File: config.mk
export PLATFORM = sky130hd
export DESIGN_NAME = touch_detect_baseline_ema
export DESIGN_NICKNAME = d
export VERILOG_FILES = /design/src/rtl/tdb_pkg.sv /design/src/rtl/tdb_lane.sv /design/src/rtl/touch_detect_baseline_ema.sv
export SDC_FILE = /design/constraint.sdc
export NUM_CORES = 2
export LEC_CHECK = 0
export ABC_AREA = 0
export BUFFER_PORTS_ARGS = -buffer_cell sky130_fd_sc_hd__clkbuf_2
export CORE_ASPECT_RATIO = 2
export CORE_MARGIN = 3
export CORE_UTILIZATION = 35
export DETAILED_ROUTE_END_ITERATION = 7
export SLEW_MARGIN = 5
export SYNTH_ARGS = -nofsm -noshare
export SYNTH_HDL_FRONTEND = slang
export SYNTH_SLANG_ARGS = --single-unit
File: constraint.sdc
create_clock -name clk -period 7.4 [get_ports clk]
set_input_delay 1.48 -clock clk [delete_from_list [all_inputs] [get_ports clk]]
set_output_delay 1.48 -clock clk [all_outputs]
set_load 0.03 [all_outputs]
File: src/rtl/tdb_pkg.sv
// Shared constants for the touch detector with baseline tracking.
// No dependencies; imported by tdb_lane and touch_detect_baseline_ema.
package tdb_pkg;

    localparam int CHANNELS        = 7;
    localparam int SAMPLE_BITS_DEF = 10;
    localparam int THRESH_BITS     = 10;
    localparam logic [THRESH_BITS-1:0] THRESH_RESET = THRESH_BITS'(3);

endpackage

File: src/rtl/tdb_lane.sv
// One electrode lane: optional baseline load, touch compare, 4:1 baseline blend.
// Depends on tdb_pkg for the threshold width.
module tdb_lane #(
    parameter int SAMPLE_BITS = tdb_pkg::SAMPLE_BITS_DEF
) (
    input  logic [SAMPLE_BITS-1:0]           baseline,
    input  logic [SAMPLE_BITS-1:0]           sample,
    input  logic [tdb_pkg::THRESH_BITS-1:0]  threshold,
    input  logic                             load,
    output logic                             touched,
    output logic [SAMPLE_BITS-1:0]           baseline_upd
);
    import tdb_pkg::*;

    localparam int CW = ((SAMPLE_BITS > THRESH_BITS) ? SAMPLE_BITS : THRESH_BITS) + 1;
    localparam int XW = SAMPLE_BITS + 3;
    localparam int K  = XW + 3;
    localparam int PW = XW + K;
    localparam int unsigned RECIP5 = ((2 ** K) + 4) / 5;

    logic [SAMPLE_BITS-1:0] base_eff;
    logic [CW-1:0]          lhs;
    logic [CW-1:0]          rhs;
    logic [XW-1:0]          blend_sum;
    logic [PW-1:0]          prod;

    assign base_eff  = load ? sample : baseline;
    assign lhs       = CW'(base_eff);
    assign rhs       = CW'(sample) + CW'(threshold);
    assign touched   = (lhs >= rhs);

    // floor(x/5) as x * ceil(2^K/5) >> K, exact over the XW-bit range
    assign blend_sum    = XW'({base_eff, 2'b00}) + XW'(sample);
    assign prod         = PW'(blend_sum) * PW'(RECIP5);
    assign baseline_upd = prod[K +: SAMPLE_BITS];

endmodule

File: src/rtl/touch_detect_baseline_ema.sv
// Top level of the touch detector: baseline store, lanes, mask merge, output skid.
// Depends on tdb_pkg and tdb_lane.
//
// Accepts one frame of seven electrode readings per cycle while the skid stage is empty
// and returns one touch mask per frame from the output register. All seven lanes work in
// parallel and combinationally; the per-channel baselines are updated at the edge
// that accepts the word, so consecutive words see each other's updates. A two-entry
// output register and skid stage keep input acceptance going while one mask waits.
// While channel 0's baseline is zero, all baselines load from the incoming frame.
module touch_detect_baseline_ema #(
    parameter int SAMPLE_BITS = tdb_pkg::SAMPLE_BITS_DEF
) (
    input  logic                            clk,
    input  logic                            rst_n,
    input  logic                            cfg_wr_en,
    input  logic [tdb_pkg::THRESH_BITS-1:0] cfg_wr_data,
    input  logic                            in_valid,
    output logic                            in_ready,
    input  logic [SAMPLE_BITS-1:0]          sample_0,
    input  logic [SAMPLE_BITS-1:0]          sample_1,
    input  logic [SAMPLE_BITS-1:0]          sample_2,
    input  logic [SAMPLE_BITS-1:0]          sample_3,
    input  logic [SAMPLE_BITS-1:0]          sample_4,
    input  logic [SAMPLE_BITS-1:0]          sample_5,
    input  logic [SAMPLE_BITS-1:0]          sample_6,
    output logic                            out_valid,
    input  logic                            out_ready,
    output logic [tdb_pkg::CHANNELS-1:0]    touch_mask
);
    import tdb_pkg::*;

    logic [SAMPLE_BITS-1:0] samples [CHANNELS];
    logic [SAMPLE_BITS-1:0] baseline_reg [CHANNELS];
    logic [SAMPLE_BITS-1:0] baseline_next [CHANNELS];
    logic [THRESH_BITS-1:0] thresh_reg;
    logic [CHANNELS-1:0]    mask_next;
    logic                   load;
    logic                   in_fire;
    logic                   out_fire;

    logic                   out_vld_reg;
    logic [CHANNELS-1:0]    out_mask_reg;
    logic                   skid_vld_reg;
    logic [CHANNELS-1:0]    skid_mask_reg;

    assign samples[0] = sample_0;
    assign samples[1] = sample_1;
    assign samples[2] = sample_2;
    assign samples[3] = sample_3;
    assign samples[4] = sample_4;
    assign samples[5] = sample_5;
    assign samples[6] = sample_6;

    assign load = (baseline_reg[0] == '0);

    for (genvar i = 0; i < CHANNELS; i++) begin : g_lane
        tdb_lane #(
            .SAMPLE_BITS (SAMPLE_BITS)
        ) u_lane (
            .baseline     (baseline_reg[i]),
            .sample       (samples[i]),
            .threshold    (thresh_reg),
            .load         (load),
            .touched      (mask_next[i]),
            .baseline_upd (baseline_next[i])
        );
    end

    assign in_ready   = !skid_vld_reg;
    assign in_fire    = in_valid && in_ready;
    assign out_fire   = out_vld_reg && out_ready;
    assign out_valid  = out_vld_reg;
    assign touch_mask = out_mask_reg;

    always_ff @(posedge clk or negedge rst_n)
    begin
        if (!rst_n)
        begin
            thresh_reg <= THRESH_RESET;
        end
        else if (cfg_wr_en)
        begin
            thresh_reg <= cfg_wr_data;
        end
    end

    always_ff @(posedge clk or negedge rst_n)
    begin
        if (!rst_n)
        begin
            for (int i = 0; i < CHANNELS; i++)
            begin
                baseline_reg[i] <= '0;
            end
        end
        else if (in_fire)
        begin
            for (int i = 0; i < CHANNELS; i++)
            begin
                baseline_reg[i] <= baseline_next[i];
            end
        end
    end

    // output register plus skid; skid only fills when the output is stalled
    always_ff @(posedge clk or negedge rst_n)
    begin
        if (!rst_n)
        begin
            out_vld_reg  <= 1'b0;
            skid_vld_reg <= 1'b0;
        end
        else
        begin
            if (in_fire)
            begin
                if (!out_vld_reg || out_ready)
                begin
                    out_vld_reg <= 1'b1;
                end
                else
                begin
                    skid_vld_reg <= 1'b1;
                end
            end
            else if (out_fire)
            begin
                out_vld_reg  <= skid_vld_reg;
                skid_vld_reg <= 1'b0;
            end
        end
    end

    always_ff @(posedge clk)
    begin
        if (in_fire)
        begin
            if (!out_vld_reg || out_ready)
            begin
                out_mask_reg <= mask_next;
            end
            else
            begin
                skid_mask_reg <= mask_next;
            end
        end
        else if (out_fire && skid_vld_reg)
        begin
            out_mask_reg <= skid_mask_reg;
        end
    end

    a_skid_implies_out: assert property (@(posedge clk) disable iff (!rst_n)
        skid_vld_reg |-> out_vld_reg)
        else $error("skid holds a word while output register is empty");

    a_accept_gives_out: assert property (@(posedge clk) disable iff (!rst_n)
        in_fire |=> out_vld_reg)
        else $error("accepted word produced no output");

    a_load_sticks: assert property (@(posedge clk) disable iff (!rst_n)
        (in_fire && load && (sample_0 != '0)) |=> (baseline_reg[0] != '0))
        else $error("baseline load from nonzero sample left channel 0 at zero");

endmodule

==> impl_results.md <==
* Outcome: finished clean
* Cell types occupying the most area after synthesis: sky130_fd_sc_hd__ha_1, sky130_fd_sc_hd__fa_1, sky130_fd_sc_hd__inv_1
* Num Clock Sinks at 96
* Post-Synthesis Mean Instance Area at 9.19 um^2
* Yosys synthesis warning count at 0
* Proportion of register bits with asynchronous set or reset after synthesis at 0.854
* IO buf count at 93
* Post-DP HPWL at 72800 um
* Worst Hold Depth at 2
* Area grow syn2layout at 19.2%
* Final ANT Viol Nets at 0
* Unrepaired setup endpoints after global routing: true
* Relative slew slack at 0.328
* Number of flip-flops in the largest register at 70
* Detailed-route wire length at 84000 um
* Distinct cells, synth at 72
* Layout Nets at 4871
* Critical Path Max Stage Delay at 0.56 ns
* Hold Violations, Final at 0
* Routed len/inst at 17.6 um
* Iteration count of the initial detailed-routing pass at 5
* Setup CP Type: reg2reg
* Most area-hungry cell type in the Yosys netlist: sky130_fd_sc_hd__ha_1
* R2R setup slack at 0.09 ns
* Detail Route met3 WL at 2570 um
* Actual transition at the worst max-transition pin at 1.01 ns
* Gpl congestion at 0.906
* Sequential cell area fraction in the yosys report at 0.0823
* Antenna violations before repair at 11
* Worst Setup End Kind: flip-flop
* Hold WC Path Type: reg2reg
* Most common library cell in the layout ignoring fill and taps: sky130_fd_sc_hd__ha_1
* Depth of the worst register-to-register path at 34
* Clock tree from TritonCTS: yes
* Leading cell types in the layout, fill and taps excluded: sky130_fd_sc_hd__ha_1, sky130_fd_sc_hd__inv_1, sky130_fd_sc_hd__buf_4
* Worst endpoint data arrival time at 7.65 ns
* Cell Rows at 151
* Cell total after placement at 4714
* Global-route total usage across every layer at 0.189
* Final std cells w/o fill at 4770
* Required time of the critical path at 7.74 ns
* Number of clock buffers inserted by TritonCTS at 9
* Die ar. at 89700 um^2
* Ratio of final minimum period to clock period at 0.988
* Critical path launch point type: flip-flop
* Detailed Route Iter0 Violations at 706
* Final setup viols at 0
* Net Count, Synth at 4452
* Clock slew at reported path FFs at 0.08 ns
* Largest net degree at the start of global routing at 79
* Number of global-route vias before repair at 26266
* Highest attainable clock frequency at 137 MHz
* Core box area at 85000 um^2
* Number of enable-type register cells in the synthesized netlist at 14
* Vias post-DR at 24158
* Post-detailed-route DRC marker count at 0
* Worst-skew pair later-pin latency at 0.40 ns
* Top sig layer: met5
* Maximum buffer depth of the clock tree at 2
* Clk Tree Root Cell: sky130_fd_sc_hd__clkbuf_16
* First-pass GRT wire length at 132000 um
* Beginning of the worst hold path: baseline_reg[0]
* GR Overflow Total at 0
* Max FO, Critical Path at 6
* Beginning of the worst register-to-register path: baseline_reg[61]
* Main synth FF type: sky130_fd_sc_hd__dfrtp_1
* Die width at 213 um
* Max-slew violation count at 0
* Vertical die dimension at 420 um
* Critical path's slowest cell: sky130_fd_sc_hd__fa_2
* Metal-1 WL at 28800 um
* Total length of routed met2 wires at 46800 um
* Boundary Pins at 94
* Cells after Synth at 3270
* Maximum capacitance violations at 0
* End of the worst hold path: baseline_reg[0]
* Synth Cell Area at 30100 um^2
* Starting Density at 0.354
* Tmin final at 7.31 ns
* Capture instance of the worst register-to-register path: baseline_reg[59]
* Clock H-tree levels at 3
* DR vias/cell at 5.06
* Number of buffers inserted for hold repair after clock tree synthesis at 0
* Worst clock skew at 0.0125 ns
* Fraction of post-synthesis cell area in the top cell type by area at 0.330
* Ratio of cells with drive above 1 in the final layout at 0.188
* Synthesis-stage register bit count at 96
what timing repair did:
item	CTS	global route
gates cloned	1	0
pin swaps	5	97
setup endpoints to repair	21	64
buffers inserted	6	29
gates resized for setup	12	196
critical path: cells and delay by family, from the launching register on:
kind | cells | cell delay [ns]
adder cells (fa/ha/maj) | 7 | 2.77
buffers and inverters | 9 | 0.81
flip-flops | 1 | 0.42
multiplexers | 2 | 0.45
AND/OR/NAND/NOR | 4 | 0.96
AO/OA/AOI/OAI | 11 | 1.73
XOR/XNOR | 1 | 0.11
cell usage after synthesis (26+ instances only):
master / number
sky130_fd_sc_hd__ha_1: 793
sky130_fd_sc_hd__inv_1: 762
sky130_fd_sc_hd__fa_1: 304
sky130_fd_sc_hd__a21oi_1: 168
sky130_fd_sc_hd__nand2_1: 152
sky130_fd_sc_hd__xnor2_1: 127
sky130_fd_sc_hd__o21ai_0: 113
sky130_fd_sc_hd__a21o_1: 93
sky130_fd_sc_hd__xor2_1: 93
sky130_fd_sc_hd__dfrtp_1: 80
sky130_fd_sc_hd__nor2_1: 63
sky130_fd_sc_hd__mux2_2: 59
sky130_fd_sc_hd__and2_1: 36
sky130_fd_sc_hd__a211oi_1: 28
sky130_fd_sc_hd__nor3_1: 26
metrics by stage:
stage | TNS (ns) | setup slack (ns) | area [um^2] | hold WS [ns] | utilization
2_1_floorplan | -0.0145 | -0.0145 | 30100 | 0.443 | -
3_3_place_gp | -1.42 | -0.172 | 34200 | 0.459 | 0.402
3_5_place_dp | -3.11 | -0.223 | 34200 | 0.468 | 0.402
4_1_cts | 0 | 0.0185 | 34600 | 0.487 | 0.407
5_1_grt | -1.75 | -0.204 | 35800 | 0.514 | 0.421
6_report | 0 | 0.0891 | 35800 | 0.484 | 0.422
routing by layer:
layer,track usage,up-vias
met5,0,-
met4,0.108,12
met3,0.0244,248
met2,0.380,420
met1,0.179,11723
li1,-,11755
worst max path at each step:
stage / cells after the start / from / endpoint / slack (ns)
final: 34 / baseline_reg[61] / baseline_reg[59] / 0.09
after global routing: 33 / baseline_reg[61] / baseline_reg[57] / -0.20
after CTS: 30 / baseline_reg[68] / baseline_reg[36] / 0.02
after detailed placement: 26 / sample_3[0] / baseline_reg[36] / -0.22
after global placement: 30 / sample_4[0] / baseline_reg[23] / -0.17
after floorplan: 31 / baseline_reg[60] / baseline_reg[36] / -0.01
cell type report:
cell class,instances,area [um^2]
antenna,5,12.5
multi-input combinational,2385,25700
timing repair buffer,435,3200
sequential,96,2470
tap,1071,1340
clock buffer,9,225
fill,8357,49200
clock inverter,7,63.8
inverter,762,2860
logic make-up after synthesis:
group / Yosys count / share of synthesized area
DFF: 96 / 0.0823
AOI/OAI and AO/OA: 577 / 0.125
buffers and inverters: 789 / 0.0990
adders and majority gates: 1097 / 0.532
xor gates and xnor gates: 221 / 0.0648
and+or+nand+nor: 411 / 0.0678
muxes: 79 / 0.0288
Power is not shown: default switching activity piles up to over one toggle a cycle in this logic, so the estimate is an artifact.
